$ cat src/sst_pkg.sv
`timescale 1ns / 1ps

package sst_pkg;

    localparam int KEY_W   = 32;
    localparam int RANK_W  = 4;
    localparam int COUNT_W = 5;
    localparam int CODE_W  = 2;
    localparam int S_DATA_W = 40;   // key_value, rank, zero fill
    localparam int M_DATA_W = 40;   // read_value, entry_count, zero fill

    localparam logic signed [KEY_W-1:0] READ_MISS = -32'sd1;

    typedef enum logic [CODE_W-1:0] {
        OP_INSERT = 2'd0,
        OP_REMOVE = 2'd1,
        OP_READ   = 2'd2,
        OP_MERGE  = 2'd3
    } sst_op_t;

    typedef enum logic [CODE_W-1:0] {
        ST_DONE  = 2'd0,
        ST_MISS  = 2'd1,
        ST_FULL  = 2'd2,
        ST_RANGE = 2'd3
    } sst_status_t;

    typedef enum logic [1:0] {
        S_IDLE,
        S_CMP,
        S_APPLY
    } sst_state_t;

    // Command broadcast to every cell of the row
    typedef struct packed {
        logic compare;
        logic ins;
        logic rem;
    } sst_cmd_t;

endpackage

$ cat src/sst_cell.sv
`timescale 1ns / 1ps

module sst_cell
(
    input  logic                                clk,
    input  sst_pkg::sst_cmd_t                   cmd,
    input  logic                                occupied,
    input  logic signed [sst_pkg::KEY_W-1:0]    key,
    input  logic                                left_lt,
    input  logic signed [sst_pkg::KEY_W-1:0]    left_value,
    input  logic signed [sst_pkg::KEY_W-1:0]    right_value,
    output logic signed [sst_pkg::KEY_W-1:0]    value,
    output logic                                lt,
    output logic                                eq
);

    logic signed [sst_pkg::KEY_W-1:0] value_reg;
    logic signed [sst_pkg::KEY_W-1:0] value_next;
    logic                             lt_reg;
    logic                             lt_next;
    logic                             eq_reg;
    logic                             eq_next;

    always_comb
    begin
        lt_next    = lt_reg;
        eq_next    = eq_reg;
        value_next = value_reg;
        if (cmd.compare)
        begin
            lt_next = occupied && (value_reg < key);
            eq_next = occupied && (value_reg == key);
        end
        // Cells past the insert/remove point move one place; the cell right
        // at the insert point takes the new key.
        if (cmd.ins && !lt_reg)
        begin
            value_next = left_lt ? key : left_value;
        end
        else if (cmd.rem && !lt_reg)
        begin
            value_next = right_value;
        end
    end

    always_ff @(posedge clk)
    begin
        value_reg <= value_next;
        lt_reg    <= lt_next;
        eq_reg    <= eq_next;
    end

    assign value = value_reg;
    assign lt    = lt_reg;
    assign eq    = eq_reg;

endmodule

$ cat src/sorted_set_table.sv
`timescale 1ns / 1ps
// Flow: an accepted transaction passes the compare state, then the apply state, which waits
// until the master side is free and registers the result there. The cell row compares in the
// compare state and shifts in the apply state, and the next item enters during the shift.
// Reset: entry count and control cleared; cell contents are undefined until written and
// no clearing pass is run, so the block is ready as soon as reset is released.

module sorted_set_table
#(
    parameter int TABLE_DEPTH = 16
)
(
    input  logic                          clk,
    input  logic                          rst_n,
    input  logic                          s_tvalid,
    output logic                          s_tready,
    input  logic [sst_pkg::S_DATA_W-1:0]  s_tdata,   // key_value[31:0], rank[35:32], zero[39:36]
    input  logic [sst_pkg::CODE_W-1:0]    s_tuser,   // opcode[1:0]
    output logic                          m_tvalid,
    input  logic                          m_tready,
    output logic [sst_pkg::M_DATA_W-1:0]  m_tdata,   // read_value[31:0], entry_count[36:32],
                                                     // zero[39:37]
    output logic [sst_pkg::CODE_W-1:0]    m_tuser    // status[1:0]
);

    localparam int CNT_W  = $clog2(TABLE_DEPTH + 1);
    localparam int CMP_W  = (CNT_W > sst_pkg::RANK_W) ? CNT_W : sst_pkg::RANK_W;
    localparam int READ_N = (TABLE_DEPTH < (1 << sst_pkg::RANK_W)) ?
                            TABLE_DEPTH : (1 << sst_pkg::RANK_W);

    sst_pkg::sst_state_t                 state_reg, state_next;
    sst_pkg::sst_op_t                    op_reg, op_next;
    logic signed [sst_pkg::KEY_W-1:0]    key_reg, key_next;
    logic [sst_pkg::RANK_W-1:0]          rank_reg, rank_next;
    logic [CNT_W-1:0]                    count_reg, count_next;
    logic                                out_valid_reg, out_valid_next;
    sst_pkg::sst_status_t                out_status_reg, out_status_next;
    logic signed [sst_pkg::KEY_W-1:0]    out_value_reg, out_value_next;
    logic [sst_pkg::COUNT_W-1:0]         out_count_reg, out_count_next;

    sst_pkg::sst_cmd_t                   cmd;
    logic signed [sst_pkg::KEY_W-1:0]    cell_value [TABLE_DEPTH];
    logic [TABLE_DEPTH-1:0]              lt_vec;
    logic [TABLE_DEPTH-1:0]              eq_vec;
    logic [TABLE_DEPTH-1:0]              occ_vec;

    logic                                s_accept;
    logic                                out_free;
    logic                                found;
    logic                                full;
    logic                                rank_ok;
    logic signed [sst_pkg::KEY_W-1:0]    rank_value;

    // ---------------- cell row ----------------
    genvar i;
    generate
        for (i = 0; i < TABLE_DEPTH; i++)
        begin : g_cell
            logic                             left_lt_w;
            logic signed [sst_pkg::KEY_W-1:0] left_value_w;
            logic signed [sst_pkg::KEY_W-1:0] right_value_w;

            assign occ_vec[i] = (CNT_W'(i) < count_reg);

            if (i == 0)
            begin : g_first
                assign left_lt_w    = 1'b1;
                assign left_value_w = key_reg;
            end
            else
            begin : g_mid
                assign left_lt_w    = lt_vec[i-1];
                assign left_value_w = cell_value[i-1];
            end

            if (i == TABLE_DEPTH - 1)
            begin : g_last
                assign right_value_w = cell_value[i];
            end
            else
            begin : g_inner
                assign right_value_w = cell_value[i+1];
            end

            sst_cell u_cell
            (
                .clk         (clk),
                .cmd         (cmd),
                .occupied    (occ_vec[i]),
                .key         (key_reg),
                .left_lt     (left_lt_w),
                .left_value  (left_value_w),
                .right_value (right_value_w),
                .value       (cell_value[i]),
                .lt          (lt_vec[i]),
                .eq          (eq_vec[i])
            );
        end
    endgenerate

    // ---------------- flags and read port ----------------
    assign found   = |eq_vec;
    assign full    = (count_reg == CNT_W'(TABLE_DEPTH));
    assign rank_ok = (CMP_W'(rank_reg) < CMP_W'(count_reg));

    always_comb
    begin
        rank_value = '0;
        for (int j = 0; j < READ_N; j++)
        begin
            if (rank_reg == sst_pkg::RANK_W'(j))
                rank_value = cell_value[j];
        end
    end

    assign out_free = !out_valid_reg || m_tready;
    assign s_tready = (state_reg == sst_pkg::S_IDLE) ||
                      ((state_reg == sst_pkg::S_APPLY) && out_free);
    assign s_accept = s_tvalid && s_tready;

    // ---------------- control ----------------
    always_comb
    begin
        state_next      = state_reg;
        op_next         = op_reg;
        key_next        = key_reg;
        rank_next       = rank_reg;
        count_next      = count_reg;
        out_valid_next  = out_valid_reg && !m_tready;
        out_status_next = out_status_reg;
        out_value_next  = out_value_reg;
        out_count_next  = out_count_reg;
        cmd             = '0;

        if (s_accept)
        begin
            op_next   = sst_pkg::sst_op_t'(s_tuser);
            key_next  = s_tdata[sst_pkg::KEY_W-1:0];
            rank_next = s_tdata[sst_pkg::KEY_W +: sst_pkg::RANK_W];
        end

        unique case (state_reg)
            sst_pkg::S_IDLE:
            begin
                if (s_accept)
                    state_next = sst_pkg::S_CMP;
            end
            sst_pkg::S_CMP:
            begin
                cmd.compare = 1'b1;
                state_next  = sst_pkg::S_APPLY;
            end
            sst_pkg::S_APPLY:
            begin
                if (out_free)
                begin
                    out_status_next = sst_pkg::ST_DONE;
                    out_value_next  = '0;
                    unique case (op_reg)
                        sst_pkg::OP_INSERT:
                        begin
                            if (found)
                                out_status_next = sst_pkg::ST_MISS;
                            else if (full)
                                out_status_next = sst_pkg::ST_FULL;
                            else
                            begin
                                cmd.ins    = 1'b1;
                                count_next = count_reg + CNT_W'(1);
                            end
                        end
                        sst_pkg::OP_REMOVE:
                        begin
                            if (found)
                            begin
                                cmd.rem    = 1'b1;
                                count_next = count_reg - CNT_W'(1);
                            end
                            else
                                out_status_next = sst_pkg::ST_MISS;
                        end
                        sst_pkg::OP_READ:
                        begin
                            if (rank_ok)
                                out_value_next = rank_value;
                            else
                            begin
                                out_status_next = sst_pkg::ST_RANGE;
                                out_value_next  = sst_pkg::READ_MISS;
                            end
                        end
                        sst_pkg::OP_MERGE:
                        begin
                            if (full)
                                out_status_next = sst_pkg::ST_FULL;
                            else
                            begin
                                cmd.ins    = 1'b1;
                                count_next = count_reg + CNT_W'(1);
                            end
                        end
                        default:
                        begin
                            out_status_next = sst_pkg::ST_DONE;
                        end
                    endcase
                    out_count_next = sst_pkg::COUNT_W'(count_next);
                    out_valid_next = 1'b1;
                    state_next     = s_accept ? sst_pkg::S_CMP : sst_pkg::S_IDLE;
                end
            end
            default:
            begin
                state_next = sst_pkg::S_IDLE;
            end
        endcase
    end

    always_ff @(posedge clk or negedge rst_n)
    begin
        if (!rst_n)
        begin
            state_reg     <= sst_pkg::S_IDLE;
            count_reg     <= '0;
            out_valid_reg <= 1'b0;
        end
        else
        begin
            state_reg     <= state_next;
            count_reg     <= count_next;
            out_valid_reg <= out_valid_next;
        end
    end

    always_ff @(posedge clk)
    begin
        op_reg         <= op_next;
        key_reg        <= key_next;
        rank_reg       <= rank_next;
        out_status_reg <= out_status_next;
        out_value_reg  <= out_value_next;
        out_count_reg  <= out_count_next;
    end

    assign m_tvalid = out_valid_reg;
    assign m_tuser  = out_status_reg;
    assign m_tdata  = {{(sst_pkg::M_DATA_W - sst_pkg::KEY_W - sst_pkg::COUNT_W){1'b0}},
                       out_count_reg, out_value_reg};

    // ---------------- assertions ----------------
    a_count_bound: assert property (@(posedge clk) disable iff (!rst_n)
        count_reg <= CNT_W'(TABLE_DEPTH))
        else $error("entry count beyond table depth");

    // Sorted row: the less-than flags must form a prefix of the row
    a_lt_prefix: assert property (@(posedge clk) disable iff (!rst_n)
        state_reg == sst_pkg::S_APPLY |->
            $onehot({1'b0, lt_vec} + (TABLE_DEPTH + 1)'(1)))
        else $error("compare flags are not a prefix, table out of order");

    a_count_step: assert property (@(posedge clk) disable iff (!rst_n)
        count_reg != $past(count_reg) |-> $past(state_reg) == sst_pkg::S_APPLY)
        else $error("entry count changed outside the apply cycle");

    a_result_source: assert property (@(posedge clk) disable iff (!rst_n)
        $rose(out_valid_reg) |-> $past(state_reg) == sst_pkg::S_APPLY)
        else $error("result raised without an applied transaction");

endmodule

$ cat config.mk
export PLATFORM = sky130hd
export DESIGN_NAME = sorted_set_table
export DESIGN_NICKNAME = d
export VERILOG_FILES = /design/src/sst_pkg.sv /design/src/sst_cell.sv /design/src/sorted_set_table.sv
export SDC_FILE = /design/constraint.sdc
export NUM_CORES = 2
export LEC_CHECK = 0
export BUFFER_PORTS_ARGS = -buffer_cell sky130_fd_sc_hd__buf_4
export CORE_ASPECT_RATIO = 1.75
export CORE_MARGIN = 3
export CORE_UTILIZATION = 55
export DETAILED_ROUTE_END_ITERATION = 16
export GPL_TIMING_DRIVEN = 0
export PLACE_DENSITY = 0.8
export SKIP_LAST_GASP = 1
export SYNTH_ARGS = -nofsm -noshare
export SYNTH_HDL_FRONTEND = slang
export SYNTH_HIERARCHICAL = 1
export SYNTH_SLANG_ARGS = --single-unit
$ cat constraint.sdc
create_clock -name clk -period 7.5 [get_ports clk]
set_clock_uncertainty 0.05 [all_clocks]
set_input_delay 0.375 -clock clk [delete_from_list [all_inputs] [get_ports clk]]
set_output_delay 0.375 -clock clk [all_outputs]
set_load 0.005 [all_outputs]
==> qor.yml <==
status:
  failed_checks: "hold timing, capacitance limit, slew limit"
  outcome: "complete, but fails checks"
clock_tree:
  clkTransAtPathRegs_ns: 0.06
  cts_buffers: 67
  cts_tree: "built"
  cts_resized: 0
  cts.sinks: 629
  cts_setup_buffers: 0
  clock-root-buffer: "clkbuf_16"
  clk_latency_ns: 0.71
  h-tree-depth: 3
  cts_buffer_depth: 3
cells_and_area:
  largest_register_ffs: 512
  final_area_um2: 55200
  synthToLayoutAreaGrowth_pct: 12.1
  layout.nets: 5984
  final_layout_size_suffix_gt1_share_pct: 9.51
place:
  gp_congestion: 1.08
  pre_cts_ws_ns: 3.07
  port_buffers: 82
  placed_area_um2: 52100
  place_hpwl_um: 156000
die:
  die_y_um: 402
  ios: 90
  core_um2: 88500
  start_util_pct: 55.7
  row_count: 144
  die_width_um: 232
  die_area_um2: 93400
synth:
  synth_area_leaders: "edfxtp_1 (38%), ha_1 (13%), mux2i_1 (12%)"
  yosysTopAreaCell: "edfxtp_1"
  synthFlopType: "edfxtp_1"
  synthDistinctLibCells: 81
  synth_edf_count: 621
  async_flop_share_pct: 1.27
  synth_seq_cells: 629
  ys_seq_area_share_pct: 38.2
  synthCells: 5172
  syn_area_um2: 49300
  avgSynthCellArea_um2: 9.53
  synth_top_area_share_pct: 37.8
  yosys_warnings: 6
min_path:
  hp-class: "input pin to async pin"
timing:
  setup_ws_ns: 2.47
  fmax_mhz: 199
  hold_ws_ns: -0.00185
  setup_viol: 0
  rsz0062_at_grt: "false"
  final_hold_viol_count: 5
  layout_min_cycle_time_ns: 5.03
  tightest_slew_ns: 1.68
  post-route-period-util_pct: 67.1
  slew_violations: 20
  maxSlewHeadroom_pct: -13.1
detailed_routing:
  drt_iter0_drc: 6520
  vias: 45900
  route.met2.wl_um: 96000
  met1_length_um: 63000
  top_layer_used: "met5"
  met3_length_um: 21100
  drt-total-wl_um: 211000
  antenna_left: 0
  firstDrtPassIters: 9
  viasPerCell: 6.89
  drc: 0
  wl_per_cell_um: 31.7
worst_setup_path:
  worstPathRequired_ns: 7.82
  worstPathArrival_ns: 5.35
  r2r_slack_ns: 2.47
  cp_max_fo: 10
  start_kind: "flip-flop"
  crit_type: "flip-flop to flip-flop"
  critPathCaptureType: "flip-flop"
power_and_ir_drop:
  peakVddDrop_v: 0.000180
  power.leakage_nw: 24.6
  powerDensity_nw_per_um2: 194
global_route:
  grt_max_degree: 35
  grt_pass1_vias: 44300
  grt_use_total_pct: 44.9
  grt_remaining_overflow: 0
  grt_first_pass_wirelength_um: 299000
  antenna_found_initial: 18
flow_run:
  cap_viol_max_count: 4
cells in the mapped netlist (all sizes together), types with 60 or more instances:
cell type	n
nor2	119
inv	583
a21oi	315
clkbuf	160
buf	118
o21ai	692
mux2i	590
ha	522
nand2	694
o22ai	60
edfxtp	621
nand4	99
timing repair:
item                       4_1_cts  5_1_grt
hold buffers                    41        0
hold endpoints to repair        49        0
setup endpoints to repair        0        0
critical path, cell delays in order, from the launching register on:
cell and delay (ns):
edfxtp_1 0.40, nor4_1 0.91, and4_1 0.80, a21oi_1 0.31, nor4_2 0.44, nand2b_1 0.10
clkbuf_1 0.46, clkbuf_1 0.41, o21ai_0 0.79
path summary, 6_finish.rpt:
check | cells past startpoint | startpoint | end
setup / recovery | 8 | g_cell[1].u_cell/eq | g_cell[7].u_cell/value[15]
hold / removal | 2 | rst_n | count_reg[3]
setup reg to reg | 8 | g_cell[1].u_cell/eq | g_cell[7].u_cell/value[15]
hold reg to reg | 2 | state_reg[0] | m_tvalid
max in group asynchronous | 2 | rst_n | count_reg[4]
min in group clk | 2 | s_tdata[23] | g_cell[0].left_value_w[23]
logic make-up after synthesis:
| family | synth area share, % |
|---|---|
| compound gates | 16.6 |
| flops | 38.2 |
| other cells | 0.0152 |
| simple gates | 10.9 |
| mux | 13.9 |
| fa+ha+maj | 13.3 |
| buf+inv | 7.13 |
per-layer routing:
layer	up-vias	GRT usage, %
met5	-	0
met4	6	49.7
met3	1550	14.0
met2	3670	70.7
met1	21400	44.0
li1	19300	-
cell usage in the layout, fill, tap and decap left out, types with 22 or more instances in the layout:
| master | instances |
|---|---|
| o21ai_0 | 539 |
| nand2_1 | 692 |
| mux4_2 | 31 |
| nand2b_1 | 48 |
| o22ai_1 | 60 |
| nand4_1 | 84 |
| a21oi_2 | 30 |
| nor3_1 | 22 |
| clkbuf_16 | 71 |
| ha_1 | 522 |
| nand3b_1 | 22 |
| a21o_1 | 40 |
| a22oi_1 | 27 |
| o21a_1 | 35 |
| dlygate4sd3_1 | 41 |
| nor2_1 | 100 |
| buf_4 | 112 |
| mux2i_1 | 590 |
| o221ai_1 | 22 |
| clkbuf_1 | 165 |
| buf_2 | 86 |
| edfxtp_1 | 621 |
| nand3_1 | 59 |
| nor4_2 | 23 |
| diode_2 | 26 |
| inv_1 | 582 |
| a31oi_1 | 25 |
| buf_16 | 22 |
| a21oi_1 | 285 |
| o21ai_1 | 153 |
cell type report:
class / count / area (um2)
Antenna cell: 26 / 65.1
Fill cell: 7463 / 33200
Tap cell: 1168 / 1460
Clock inverter: 44 / 444
Clock buffer: 77 / 1800
Multi-Input combinational cell: 3683 / 27100
Timing Repair Buffer: 173 / 1970
Sequential cell: 629 / 18800
Inverter: 584 / 2190
Buffer: 278 / 1320
where the power goes:
part | leakage [nW] | switching, mW | internal, mW
Combinational | 17.7 | 1.82 | 0.968
Sequential | 5.77 | 0.251 | 4.04
Clock | 1.09 | 1.58 | 2.03
through the flow:
stage	setup TNS [ns]	utilization (%)	instances	power, mW
2_1_floorplan	0	-	5174	5.80
3_3_place_gp	-792.29	58.1	6424	6.74
3_5_place_dp	0	58.8	6453	6.88
4_1_cts	0	61.8	6615	10.4
5_1_grt	0	62.4	6640	10.9
6_report	0	62.4	6662	10.7
(Power assumes the default switching activity.)
